--- config.mk ---
export PLATFORM = sky130hd
export DESIGN_NAME = servo_status_packet_parser_unit_flat
export DESIGN_NICKNAME = d
export VERILOG_FILES = /design/src/sv/sspp_pkg.sv /design/src/sv/sspp_if.sv /design/src/sv/sspp_ram.sv /design/src/sv/servo_status_packet_parser_unit.sv /design/src/flat_wrapper.sv
export SDC_FILE = /design/constraint.sdc
export NUM_CORES = 1
export LEC_CHECK = 0
export BUFFER_PORTS_ARGS = -buffer_cell sky130_fd_sc_hd__buf_2
export CORE_MARGIN = 4
export CORE_UTILIZATION = 65
export DETAILED_ROUTE_END_ITERATION = 10
export GPL_TIMING_DRIVEN = 0
export PLACE_DENSITY = 0.84
export SYNTH_ARGS = -nofsm -noshare
export SYNTH_HDL_FRONTEND = slang
export SYNTH_SLANG_ARGS = --single-unit
--- constraint.sdc ---
create_clock -name clock -period 10.81 [get_ports clock]
set_input_delay 2.162 -clock clock [delete_from_list [all_inputs] [get_ports clock]]
set_output_delay 2.162 -clock clock [all_outputs]
set_load 0.02 [all_outputs]
--- src/sv/sspp_pkg.sv ---
package sspp_pkg;

   // Frame limits
   localparam int HUNT_LIMIT  = 64;
   localparam int MAX_LENGTH  = 32;
   localparam int MIN_LENGTH  = 2;
   localparam int MAX_RESULTS = 30;

   // Derived widths
   localparam int HUNT_W      = $clog2(HUNT_LIMIT + 1);
   localparam int LEN_W       = $clog2(MAX_LENGTH + 1);
   localparam int STORE_DEPTH = MAX_LENGTH;
   localparam int ADDR_W      = $clog2(STORE_DEPTH);

   // Fixed field widths
   localparam int BYTE_W    = 8;
   localparam int CMD_W     = 2;
   localparam int STATUS_W  = 2;
   localparam int COUNT_W   = 5;
   localparam int TICK_W    = 16;
   localparam int CSR_IDX_W = 1;
   localparam int CSR_DAT_W = 16;

   localparam logic [BYTE_W-1:0] HEADER_BYTE = 8'hFF;

   // Register indexes and reset values
   localparam logic [CSR_IDX_W-1:0] REG_TIMEOUT_TICKS = 1'b0;
   localparam logic [CSR_IDX_W-1:0] REG_KEEP_LIMIT    = 1'b1;
   localparam logic [TICK_W-1:0]    TIMEOUT_RESET     = 16'd50;
   localparam logic [COUNT_W-1:0]   KEEP_LIMIT_RESET  = 5'd2;

   typedef enum logic [CMD_W-1:0] {
      CMD_START = 2'd0,
      CMD_BYTE  = 2'd1,
      CMD_TICK  = 2'd2
   } command_type;

   typedef enum logic [STATUS_W-1:0] {
      STAT_OK       = 2'd0,
      STAT_TIMEOUT  = 2'd1,
      STAT_HUNT_OVF = 2'd2,
      STAT_BAD_LEN  = 2'd3
   } status_type;

   typedef enum logic [2:0] {
      PH_IDLE,
      PH_HUNT,
      PH_ID,
      PH_LEN,
      PH_BODY
   } phase_type;

   typedef enum logic [1:0] {
      SQ_ACCEPT,
      SQ_READ,
      SQ_EMIT
   } seq_state_type;

endpackage

--- src/sv/sspp_if.sv ---
interface sspp_req_if;
   logic                              valid;
   logic                              ready;
   logic [sspp_pkg::CMD_W-1:0]        command;
   logic [sspp_pkg::BYTE_W-1:0]       rx_byte;

   modport source (output valid, command, rx_byte, input ready);
   modport sink   (input valid, command, rx_byte, output ready);
endinterface

interface sspp_rsp_if;
   logic                              valid;
   logic                              ready;
   logic [sspp_pkg::STATUS_W-1:0]     status;
   logic [sspp_pkg::BYTE_W-1:0]       servo_id;
   logic [sspp_pkg::BYTE_W-1:0]       error_code;
   logic [sspp_pkg::COUNT_W-1:0]      kept_count;
   logic [sspp_pkg::COUNT_W-1:0]      param_index;
   logic [sspp_pkg::BYTE_W-1:0]       param_byte;
   logic                              last;

   modport source (output valid, status, servo_id, error_code, kept_count,
                   param_index, param_byte, last, input ready);
   modport sink   (input valid, status, servo_id, error_code, kept_count,
                   param_index, param_byte, last, output ready);
endinterface

interface sspp_csr_if;
   logic                              valid;
   logic                              ready;
   logic [sspp_pkg::CSR_IDX_W-1:0]    index;
   logic [sspp_pkg::CSR_DAT_W-1:0]    data;

   modport source (output valid, index, data, input ready);
   modport sink   (input valid, index, data, output ready);
endinterface

--- src/sv/sspp_ram.sv ---
module sspp_ram #(
   parameter int WIDTH = 8,
   parameter int DEPTH = 32
) (
   input  logic                     clock,
   input  logic                     wr_en,
   input  logic [$clog2(DEPTH)-1:0] wr_addr,
   input  logic [WIDTH-1:0]         wr_data,
   input  logic                     rd_en,
   input  logic [$clog2(DEPTH)-1:0] rd_addr,
   output logic [WIDTH-1:0]         rd_data
);

   logic [WIDTH-1:0] mem [DEPTH];

   always_ff @(posedge clock) begin
      if (wr_en) begin
         mem[wr_addr] <= wr_data;
      end
      if (rd_en) begin
         rd_data <= mem[rd_addr];
      end
   end

endmodule

--- src/sv/servo_status_packet_parser_unit.sv ---
// Status packet receiver for a half-duplex servo bus. Send a start transfer to arm it,
// then one transfer per received bus byte and one per time tick. The parser hunts for
// two 0xFF header bytes (overflow status after 64 bytes), takes the id and the length
// (2..32 accepted, else invalid-length status), then the error byte, the parameter bytes
// and the checksum byte, which is consumed but not checked. The tick that brings the
// count since start up to timeout_ticks abandons reception with timeout status. A
// failure gives one result transfer with status and last set, all other fields zero. A good
// frame gives one result per kept parameter (at most keep_limit, at most 30), or a
// single result with zero count if none are kept; last marks the final one. Every
// request transfer is taken while no results are pending; the request that closes a frame
// or fails it then holds the request side while results drain.
// Parameters sit in a 32-entry RAM with registered read, and a single index
// incrementer walks it: each parameter result takes a RAM read state, then an output
// state that holds while the output stalls; a frame with no kept parameter or a failing
// request goes straight to the output state.
module servo_status_packet_parser_unit (
   input  logic            clock,
   input  logic            reset,
   sspp_req_if.sink        req_bus,
   sspp_rsp_if.source      rsp_bus,
   sspp_csr_if.sink        csr_bus
);

   // Configuration registers
   logic [sspp_pkg::TICK_W-1:0]  timeout_ff;
   logic [sspp_pkg::COUNT_W-1:0] keep_limit_ff;

   // Parser state
   sspp_pkg::phase_type           phase_ff, phase_in;
   logic [sspp_pkg::BYTE_W-1:0]   prev_byte_ff, prev_byte_in;
   logic [sspp_pkg::HUNT_W-1:0]   hunt_ff, hunt_in;
   logic [sspp_pkg::TICK_W-1:0]   elapsed_ff, elapsed_in;
   logic [sspp_pkg::BYTE_W-1:0]   frame_id_ff, frame_id_in;
   logic [sspp_pkg::LEN_W-1:0]    length_ff, length_in;
   logic [sspp_pkg::LEN_W-1:0]    body_ff, body_in;
   logic [sspp_pkg::BYTE_W-1:0]   err_byte_ff, err_byte_in;

   // Result sequencer
   sspp_pkg::seq_state_type       seq_ff, seq_in;
   sspp_pkg::status_type          status_ff, status_in;
   logic [sspp_pkg::COUNT_W-1:0]  count_ff, count_in;
   logic [sspp_pkg::COUNT_W-1:0]  idx_ff, idx_in;

   // Parameter store
   logic                          wr_en;
   logic [sspp_pkg::ADDR_W-1:0]   wr_addr;
   logic                          rd_en;
   logic [sspp_pkg::BYTE_W-1:0]   rd_data;

   // Scratch
   logic [sspp_pkg::HUNT_W-1:0]   hunt_next;
   logic [sspp_pkg::TICK_W-1:0]   elapsed_next;
   logic [sspp_pkg::LEN_W-1:0]    body_next;
   logic [sspp_pkg::LEN_W-1:0]    kept;
   logic                          rsp_last;

   sspp_ram #(
      .WIDTH(sspp_pkg::BYTE_W),
      .DEPTH(sspp_pkg::STORE_DEPTH)
   ) u_store (
      .clock   (clock),
      .wr_en   (wr_en),
      .wr_addr (wr_addr),
      .wr_data (req_bus.rx_byte),
      .rd_en   (rd_en),
      .rd_addr (idx_ff[sspp_pkg::ADDR_W-1:0]),
      .rd_data (rd_data)
   );

   // Configuration writes land immediately; the port never stalls.
   assign csr_bus.ready = 1'b1;

   always_ff @(posedge clock) begin
      if (reset) begin
         timeout_ff    <= sspp_pkg::TIMEOUT_RESET;
         keep_limit_ff <= sspp_pkg::KEEP_LIMIT_RESET;
      end else if (csr_bus.valid) begin
         case (csr_bus.index)
            sspp_pkg::REG_TIMEOUT_TICKS: timeout_ff <= csr_bus.data;
            sspp_pkg::REG_KEEP_LIMIT: begin
               keep_limit_ff <= csr_bus.data[sspp_pkg::COUNT_W-1:0];
            end
            default: ;
         endcase
      end
   end

   // Request side is open only while no results are pending.
   assign req_bus.ready = (seq_ff == sspp_pkg::SQ_ACCEPT);

   // Result payload: failure results carry only the status and last.
   assign rsp_last            = (count_ff == '0) ||
                                ((idx_ff + sspp_pkg::COUNT_W'(1)) == count_ff);
   assign rsp_bus.valid       = (seq_ff == sspp_pkg::SQ_EMIT);
   assign rsp_bus.status      = status_ff;
   assign rsp_bus.servo_id    = (status_ff == sspp_pkg::STAT_OK) ? frame_id_ff : '0;
   assign rsp_bus.error_code  = (status_ff == sspp_pkg::STAT_OK) ? err_byte_ff : '0;
   assign rsp_bus.kept_count  = count_ff;
   assign rsp_bus.param_index = idx_ff;
   assign rsp_bus.param_byte  = (count_ff == '0) ? '0 : rd_data;
   assign rsp_bus.last        = rsp_last;

   always_ff @(posedge clock) begin
      if (reset) begin
         phase_ff  <= sspp_pkg::PH_IDLE;
         seq_ff    <= sspp_pkg::SQ_ACCEPT;
         hunt_ff   <= '0;
         body_ff   <= '0;
         elapsed_ff <= '0;
      end else begin
         phase_ff  <= phase_in;
         seq_ff    <= seq_in;
         hunt_ff   <= hunt_in;
         body_ff   <= body_in;
         elapsed_ff <= elapsed_in;
      end
   end

   always_ff @(posedge clock) begin
      prev_byte_ff <= prev_byte_in;
      frame_id_ff  <= frame_id_in;
      length_ff    <= length_in;
      err_byte_ff  <= err_byte_in;
      status_ff    <= status_in;
      count_ff     <= count_in;
      idx_ff       <= idx_in;
   end

   always_comb begin
      phase_in     = phase_ff;
      prev_byte_in = prev_byte_ff;
      hunt_in      = hunt_ff;
      elapsed_in   = elapsed_ff;
      frame_id_in  = frame_id_ff;
      length_in    = length_ff;
      body_in      = body_ff;
      err_byte_in  = err_byte_ff;
      seq_in       = seq_ff;
      status_in    = status_ff;
      count_in     = count_ff;
      idx_in       = idx_ff;
      wr_en        = 1'b0;
      wr_addr      = '0;
      rd_en        = 1'b0;

      hunt_next    = hunt_ff + sspp_pkg::HUNT_W'(1);
      body_next    = body_ff + sspp_pkg::LEN_W'(1);
      elapsed_next = (elapsed_ff == '1) ? elapsed_ff : elapsed_ff + sspp_pkg::TICK_W'(1);

      // Kept parameters: length minus two, limited by keep_limit and the result cap.
      kept = length_ff - sspp_pkg::LEN_W'(sspp_pkg::MIN_LENGTH);
      if (kept > sspp_pkg::LEN_W'(keep_limit_ff)) begin
         kept = sspp_pkg::LEN_W'(keep_limit_ff);
      end
      if (kept > sspp_pkg::LEN_W'(sspp_pkg::MAX_RESULTS)) begin
         kept = sspp_pkg::LEN_W'(sspp_pkg::MAX_RESULTS);
      end

      case (seq_ff)
         sspp_pkg::SQ_ACCEPT: begin
            if (req_bus.valid) begin
               case (req_bus.command)
                  sspp_pkg::CMD_START: begin
                     // Rearm; a start mid-frame restarts silently.
                     phase_in     = sspp_pkg::PH_HUNT;
                     prev_byte_in = '0;
                     hunt_in      = '0;
                     elapsed_in   = '0;
                     frame_id_in  = '0;
                     length_in    = '0;
                     body_in      = '0;
                     err_byte_in  = '0;
                  end
                  sspp_pkg::CMD_BYTE: begin
                     case (phase_ff)
                        sspp_pkg::PH_HUNT: begin
                           hunt_in = hunt_next;
                           if (hunt_next >= sspp_pkg::HUNT_W'(2) &&
                               prev_byte_ff == sspp_pkg::HEADER_BYTE &&
                               req_bus.rx_byte == sspp_pkg::HEADER_BYTE) begin
                              phase_in = sspp_pkg::PH_ID;
                           end else begin
                              prev_byte_in = req_bus.rx_byte;
                              if (hunt_next >= sspp_pkg::HUNT_W'(sspp_pkg::HUNT_LIMIT)) begin
                                 phase_in  = sspp_pkg::PH_IDLE;
                                 status_in = sspp_pkg::STAT_HUNT_OVF;
                                 count_in  = '0;
                                 idx_in    = '0;
                                 seq_in    = sspp_pkg::SQ_EMIT;
                              end
                           end
                        end
                        sspp_pkg::PH_ID: begin
                           frame_id_in = req_bus.rx_byte;
                           phase_in    = sspp_pkg::PH_LEN;
                        end
                        sspp_pkg::PH_LEN: begin
                           if (req_bus.rx_byte < sspp_pkg::BYTE_W'(sspp_pkg::MIN_LENGTH) ||
                               req_bus.rx_byte > sspp_pkg::BYTE_W'(sspp_pkg::MAX_LENGTH)) begin
                              phase_in  = sspp_pkg::PH_IDLE;
                              status_in = sspp_pkg::STAT_BAD_LEN;
                              count_in  = '0;
                              idx_in    = '0;
                              seq_in    = sspp_pkg::SQ_EMIT;
                           end else begin
                              length_in = req_bus.rx_byte[sspp_pkg::LEN_W-1:0];
                              body_in   = '0;
                              phase_in  = sspp_pkg::PH_BODY;
                           end
                        end
                        sspp_pkg::PH_BODY: begin
                           // First body byte is the error byte, then parameters,
                           // then the checksum, which is dropped.
                           if (body_ff == '0) begin
                              err_byte_in = req_bus.rx_byte;
                           end else if (body_next < length_ff) begin
                              wr_en   = 1'b1;
                              wr_addr = sspp_pkg::ADDR_W'(body_ff - sspp_pkg::LEN_W'(1));
                           end
                           body_in = body_next;
                           if (body_next >= length_ff) begin
                              phase_in  = sspp_pkg::PH_IDLE;
                              status_in = sspp_pkg::STAT_OK;
                              count_in  = sspp_pkg::COUNT_W'(kept);
                              idx_in    = '0;
                              seq_in    = (kept == '0) ? sspp_pkg::SQ_EMIT : sspp_pkg::SQ_READ;
                           end
                        end
                        default: ;
                     endcase
                  end
                  sspp_pkg::CMD_TICK: begin
                     if (phase_ff != sspp_pkg::PH_IDLE) begin
                        elapsed_in = elapsed_next;
                        if (elapsed_next >= timeout_ff) begin
                           phase_in  = sspp_pkg::PH_IDLE;
                           status_in = sspp_pkg::STAT_TIMEOUT;
                           count_in  = '0;
                           idx_in    = '0;
                           seq_in    = sspp_pkg::SQ_EMIT;
                        end
                     end
                  end
                  default: ;
               endcase
            end
         end
         sspp_pkg::SQ_READ: begin
            // Fetch the parameter at the current index.
            rd_en  = 1'b1;
            seq_in = sspp_pkg::SQ_EMIT;
         end
         sspp_pkg::SQ_EMIT: begin
            // Hold the result until the transfer completes, then advance.
            if (rsp_bus.ready) begin
               if (rsp_last) begin
                  seq_in = sspp_pkg::SQ_ACCEPT;
               end else begin
                  idx_in = idx_ff + sspp_pkg::COUNT_W'(1);
                  seq_in = sspp_pkg::SQ_READ;
               end
            end
         end
         default: seq_in = sspp_pkg::SQ_ACCEPT;
      endcase
   end

endmodule
--- src/flat_wrapper.sv ---
// flat-port wrapper written by rule: the top's interface ports become plain ports
module servo_status_packet_parser_unit_flat 
  (clock, reset, req_bus_valid, req_bus_command, req_bus_rx_byte, req_bus_ready, rsp_bus_valid, rsp_bus_status, rsp_bus_servo_id, rsp_bus_error_code, rsp_bus_kept_count, rsp_bus_param_index, rsp_bus_param_byte, rsp_bus_last, rsp_bus_ready, csr_bus_valid, csr_bus_index, csr_bus_data, csr_bus_ready);
  sspp_req_if req_bus_i ();
  sspp_rsp_if rsp_bus_i ();
  sspp_csr_if csr_bus_i ();
  input  logic clock;
  input  logic reset;
  input wire logic [$bits(req_bus_i.valid)-1:0] req_bus_valid;
  input wire logic [$bits(req_bus_i.command)-1:0] req_bus_command;
  input wire logic [$bits(req_bus_i.rx_byte)-1:0] req_bus_rx_byte;
  output wire logic [$bits(req_bus_i.ready)-1:0] req_bus_ready;
  output wire logic [$bits(rsp_bus_i.valid)-1:0] rsp_bus_valid;
  output wire logic [$bits(rsp_bus_i.status)-1:0] rsp_bus_status;
  output wire logic [$bits(rsp_bus_i.servo_id)-1:0] rsp_bus_servo_id;
  output wire logic [$bits(rsp_bus_i.error_code)-1:0] rsp_bus_error_code;
  output wire logic [$bits(rsp_bus_i.kept_count)-1:0] rsp_bus_kept_count;
  output wire logic [$bits(rsp_bus_i.param_index)-1:0] rsp_bus_param_index;
  output wire logic [$bits(rsp_bus_i.param_byte)-1:0] rsp_bus_param_byte;
  output wire logic [$bits(rsp_bus_i.last)-1:0] rsp_bus_last;
  input wire logic [$bits(rsp_bus_i.ready)-1:0] rsp_bus_ready;
  input wire logic [$bits(csr_bus_i.valid)-1:0] csr_bus_valid;
  input wire logic [$bits(csr_bus_i.index)-1:0] csr_bus_index;
  input wire logic [$bits(csr_bus_i.data)-1:0] csr_bus_data;
  output wire logic [$bits(csr_bus_i.ready)-1:0] csr_bus_ready;
  assign req_bus_i.valid = req_bus_valid;
  assign req_bus_i.command = req_bus_command;
  assign req_bus_i.rx_byte = req_bus_rx_byte;
  assign req_bus_ready = req_bus_i.ready;
  assign rsp_bus_valid = rsp_bus_i.valid;
  assign rsp_bus_status = rsp_bus_i.status;
  assign rsp_bus_servo_id = rsp_bus_i.servo_id;
  assign rsp_bus_error_code = rsp_bus_i.error_code;
  assign rsp_bus_kept_count = rsp_bus_i.kept_count;
  assign rsp_bus_param_index = rsp_bus_i.param_index;
  assign rsp_bus_param_byte = rsp_bus_i.param_byte;
  assign rsp_bus_last = rsp_bus_i.last;
  assign rsp_bus_i.ready = rsp_bus_ready;
  assign csr_bus_i.valid = csr_bus_valid;
  assign csr_bus_i.index = csr_bus_index;
  assign csr_bus_i.data = csr_bus_data;
  assign csr_bus_ready = csr_bus_i.ready;
  servo_status_packet_parser_unit u_core (.clock(clock), .reset(reset), .req_bus(req_bus_i), .rsp_bus(rsp_bus_i), .csr_bus(csr_bus_i));
endmodule
### Word-level counts from Yosys, hierarchy flattened

Memories as Yosys holds them, arrays and structs flattened. A register that Yosys moved wholly into a read port is not among the register bits.
Cells that the tools add are included.

| storage, ports and cells | value |
|---|---|
| register bits | 97 |
| bits in latches | 0 |
| bits in writable memories | 256 |
| memory bits (read-only) | 0 |
| output and inout port bits | 40 |
| memories | 1 |

Memory list:

| name | depth | width | read ports | clocked after Yosys merged registers in | wr ports | line | RTL |
|---|---|---|---|---|---|---|---|
| u_core.u_store.mem | 32 | 8 | 1 | 1 | 1 | sspp_ram.sv:14 | `logic [WIDTH-1:0] mem [DEPTH];` |

| cells by class | value |
|---|---|
| add/sub/neg operators | 6 |
| multipliers | 0 |
| divide/modulo/power cells | 0 |
| $lt $le $gt $ge | 9 |
| equal/unequal tests | 41 |
| shifts and indexed selects | 0 |
| multiplexer cells | 81 |
| bitwise operators | 1 |
| reduce and logical (&&, ||, !) cells | 29 |

Operators by type and width:

| kind | count |
|---|---|
| $mux 5 | 16 |
| $mux 8 | 8 |
| $pmux 8 s2 | 3 |
| $pmux 6 s2 | 3 |
| $mux 16 | 2 |
| $pmux 16 s2 | 1 |
| $mux 6 | 5 |
| $pmux 5 s2 | 3 |
| $pmux 5 s3 | 2 |
| $mux 2 | 13 |
| $reduce_and 10->1 | 2 |
| $reduce_and 5->1 | 4 |
| $mux 3 | 6 |
| $ne 3x2->1 const B | 6 |
| $pmux 2 s3 | 3 |
| $add 16x1->16 const B | 1 |
| $eq 16x16->1 const B | 1 |
| $eq 8x8->1 const B | 2 |
| $ge 16x16->1 | 1 |
| $ne 4x3->1 const B | 4 |
| $ne 2x2->1 const B | 7 |
| $pmux 7 s2 | 1 |
| $logic_not 6->1 | 2 |
| $pmux 3 s4 | 1 |
| 40 further kinds | 70 |

### Longest topological paths before layout

| depth | value |
|---|---|
| depth after elaboration | 12 |
| mapped depth | 15 |
| depth with buffers taken out | 15 |

### By module

From an unflattened synthesis, not the netlist that was laid out.

| unflattened totals | value |
|---|---|
| cells, all modules | 1,072 |
| area, all modules | 16,016.6 µm² |

By module, submodules not included:

| module | times used | cells each | area each (µm²) | seq. area each (µm²) |
|---|---|---|---|---|
| sspp_ram | 1 | 417 | 10,133.5 | 7,927.6 |
| servo_status_packet_parser_unit | 1 | 655 | 5,883.1 | 2,362.3 |

### Least setup slack after synthesis

No wires, ideal clock.

| path | value |
|---|---|
| path kind | input to register |
| from | input port req_bus_command[1] |
| to | memory u_core.u_store.mem[11][0] (enable) |
| setup time | 383 ps |
| data arrival time | 4,108 ps |
| required time | 10,427 ps |
| setup slack | 6,319 ps |
| stages | 8 |
| path buffers | 0 |
| cells stage by stage | inv_1 ha_1 nand4bb_1 a211oi_1 nand2_1 nor3_1 nand4_1 nor3_1 |

| on the way | value |
|---|---|
| longest elaborated chain between the ends | 6 |
| elaborated cells on any way between the ends | 9 |
| those cells by class | eq/ne (1); mux (8) |

Ends and longest elaborated chain:

| what | line | RTL |
|---|---|---|
| start, declared | flat_wrapper.sv:10 | `input wire logic [$bits(req_bus_i.command)-1:0] req_bus_command;` |
| $eq 2x1->1 (*) | servo_status_packet_parser_unit.sv:162 | `case (req_bus.command)` |
| $mux 1 | servo_status_packet_parser_unit.sv:162 |  |
| $mux 1 | servo_status_packet_parser_unit.sv:161 | `if (req_bus.valid) begin` |
| $mux 1 | servo_status_packet_parser_unit.sv:159 | `case (seq_ff)` |
| $mux 1 | sspp_ram.sv:17 | `if (wr_en) begin` |
| $mux 1 (implied by the code) | sspp_ram.sv:18 | `mem[wr_addr] <= wr_data;` |
| end, declared | sspp_ram.sv:14 |  |

Every way passes the cells marked *; elsewhere a longest branch is shown, timed or not.

### Worst setup path in the final report

| path | value |
|---|---|
| from | input port req_bus_command[1] |
| to | memory u_core.u_store.mem[0][2] (enable) |

Same word-level chain as after synthesis.

==> results.txt <==
Critical-path cell list = buf_2 > inv_1 > ha_1 > nand4bb_1 > a211oi_1 > nand2_1 > nor3b_1 > nand3_1 > nor2_1
Pre-Repair DR Iteration Count = 6
Initial antenna violation count = 2
Post-CTS Hold Buffers = 0
Vias per std cell = 6.506
Max Freq = 197.7 MHz
Final period util = 0.4679
Switching power = 0.0006479 W
Max Cap Violations = 0
Yosys top cell by area = edfxtp_1
YS warnings = 0
Share of layout cells above drive strength 1 = 0.1917
# resized after CTS = 0
Post-synthesis average cell area = 14.68 um^2
Initial core utilization = 0.6682
# DRC = 0
DRT Wirelength = 37.98 mm
Power Dens Cells = 166.4 mW/mm^2
Setup violations, final = 0
Io pins = 72
Detail Placement HPWL = 24.03 mm
Die area = 0.02690 mm^2
Rows = 56
FILL cells = 1450
FF-to-FF path depth = 14
IO Port Bufs = 69
Commonest non-fill, non-tap cell in the layout = edfxtp_1
Net Sw Frac = 0.2197
Vias in the first global route = 9888
Antenna diodes = 0
Fin. max-slew vios = 0
Worst hold path class = flop to flop
CTS max path bufs = 3
Htree depth = 2
Yosys reg bits = 361
Nets = 1256
# clock sinks = 361
Reg2reg start = u_core.elapsed_ff[0]$_SDFFE_PP0P_
Max stage delay on crit path = 0.77 ns
Clock transition at the registers of the reported paths = 0.06 ns
Area of the core = 0.02368 mm^2
Post-synth EDFFs = 306
Clk_skew = 0.02538 ns
Fin. Hold Viols = 0
Postcts setup bufs = 0
First-pass GRT wire length = 59.17 mm
Layout Area Growth over Synthesis = 11.96%
Hold depth = 2
Slowest CP cell = nor2_1
Syn Std Cell Area = 0.01582 mm^2
Synth area leaders = edfxtp_1 (58%), mux4_2 (11%), dfxtp_1 (7.0%)
Post-synth net total = 1148
RSZ-0062 raised after global routing = false
Crit path arrival time = 5.20 ns
Post-synth top area share = 0.5807
Share of power burned in registers = 0.518
Slew HR = 0.1484
Vias = 9947
Cells after Synth = 1078
Post-synth top flop = edfxtp_1
R2R setup slack = 6.23 ns
Pleak = 6.058 nW
Grt ovf = 0
Multi-input logic area = 0.005170 mm^2
Distinct cells, synth = 65
Final Wtd Congestion = 0.8954
Hold endpoint = u_core.timeout_ff[11]$_SDFFE_PP0P_
Setup Crit Path Kind = input port to flop
Minimum clock period = 5.058 ns
Max Fanout on Critical Path = 8
Largest net degree at the start of global routing = 38
Clock Power Share = 0.415
Top Family by Delay on Critical Path = simple AND/OR/NAND/NOR gates
Combinational Power Share = 0.066
CP Capture Type = flop
HP Start = u_core.timeout_ff[11]$_SDFFE_PP0P_
Seq. cell area = 0.01029 mm^2
Async set-reset flop share out of synthesis = 0
TritonCTS clock tree = yes
Die width = 164.0 um
Root buffer cell = clkbuf_16
Post-route setup TNS = 0 ns
WP data required = 10.95 ns
Status = finished clean
Total Routing Usage GR = 0.2935
CTS buffer count = 37
Worst path bufs/invs = 2
Commonest non-fill, non-tap cells in the layout = edfxtp_1 (306), nor2_1 (92), mux4_2 (80), buf_2 (78), nand2_1 (73)
Initial DRC count = 1092
Remaining antenna violation count = 0
Worst-skew pair later-pin latency = 0.53 ns
Reg2reg end = u_core.rsp_bus.param_index[2]$_SDFFCE_PN0P_
Power Internal = 0.002301 W
Die Y = 164.0 um
Sequential share of the synthesized area = 0.6503
Slew @ Worst Pin = 1.268 ns
Drt wl/cell = 24.84 um
Crit path launch type = input port
Total power = 0.002949 W
Worst vdd ir = 0.0001562 V
## routing by layer
layer / global-route usage / up-vias / share of wire
met5: 0 / - / 0.00055
met4: 0.1048 / 4 / 0.042
met3: 0.04417 / 95 / 0.070
met2: 0.5105 / 531 / 0.51
met1: 0.3812 / 4970 / 0.37
li1: - / 4347 / -
## kinds of logic (layout without fill, tap and decap cells)
group           Yosys count  count (layout)  synth area share
mux                      93              93            0.1227
other cells               1               1         0.0002370
xor+xnor                 30              30           0.01660
compound gates          141             141           0.05440
buf+inv                  86             218           0.02333
flops                   361             361            0.6503
simple gates            328             328            0.1024
fa+ha+maj                38              38           0.03005
## tightest hold or removal path: stages, from the launching register on
cell     delay, ns
dfxtp_1       0.31
nand2_1       0.05
a21oi_1       0.06
## worst max path at each step
stage          cells after the start          startpoint                             endpoint  slack (ns)
2_1_floorplan                      8  req_bus_command[1]  u_core.u_store.mem[11][0]$_DFFE_PP_        6.32
3_3_place_gp                       9  req_bus_command[1]  u_core.u_store.mem[31][3]$_DFFE_PP_        5.53
3_5_place_dp                       9  req_bus_command[1]  u_core.u_store.mem[15][0]$_DFFE_PP_        5.32
4_1_cts                            9  req_bus_command[1]  u_core.u_store.mem[15][1]$_DFFE_PP_        5.76
5_1_grt                            9  req_bus_command[1]  u_core.u_store.mem[31][5]$_DFFE_PP_        5.57
6_report                           9  req_bus_command[1]   u_core.u_store.mem[0][2]$_DFFE_PP_        5.75
## Yosys cell counts, drive strengths merged (11+ instances only)
cell type	instances
inv	41
nand4	16
a31oi	11
xnor2	17
nor3	20
clkbuf	24
xor2	13
ha	38
and2	32
nand3	29
buf	21
edfxtp	306
o21ai	24
nand2	73
nor2b	15
a21oi	58
nand2b	15
a211oi	12
dfxtp	55
nor2	93
mux4	80
## power by group through the flow
| stage | clock network [W] | registers (W) | logic, W |
|---|---|---|---|
| after floorplan | 0 | 0.00156 | 0.000118 |
| after global placement | 0 | 0.00156 | 0.000182 |
| after detailed placement | 0 | 0.00156 | 0.000189 |
| after CTS | 0.00123 | 0.00153 | 0.000195 |
| after global routing | 0.00130 | 0.00153 | 0.000211 |
| final | 0.00122 | 0.00153 | 0.000195 |
## area by class of cell
| class | instances | area share |
|---|---|---|
| repair buffers | 69 | 0.01949 |
| multi-input cells | 631 | 0.2918 |
| flip-flops and latches | 361 | 0.5808 |
| clock buffers | 44 | 0.05614 |
| plain buffers | 45 | 0.01215 |
| well taps | 319 | 0.02253 |
| inverters | 41 | 0.008686 |
| clock inverters | 19 | 0.008404 |
## through the flow
step                        util  setup WS (ns)  hold slack [ns]  area, um^2  std cells
final                     0.7481          5.752           0.4619       17720       1529
after detailed placement  0.6996          5.321           0.4499       16570       1466
after global routing      0.7481          5.572           0.4942       17720       1529
after global placement    0.6996          5.531           0.4434       16570       1466
after floorplan                -          6.319           0.4363       15820       1078
after CTS                 0.7479          5.760           0.4623       17710       1529
## state kept, by name, summed over array words and instances (netlist names)
| signal | cells |
|---|---|
| u_core.rsp_bus.status | 2 |
| u_core.rsp_bus.param_index | 5 |
| u_core.keep_limit_ff | 5 |
| u_core.hunt_ff | 7 |
| u_core.err_byte_ff | 8 |
| u_core.phase_ff | 3 |
| u_core.length_ff | 6 |
| u_core.u_store.mem | 256 |
| u_core.prev_byte_ff | 8 |
| u_core.frame_id_ff | 8 |
| u_core.elapsed_ff | 16 |
| u_core.body_ff | 6 |
| u_core.seq_ff | 2 |
| u_core.timeout_ff | 16 |
| u_core.u_store.rd_data | 8 |
| u_core.rsp_bus.kept_count | 5 |
(Power assumes the default switching activity.)
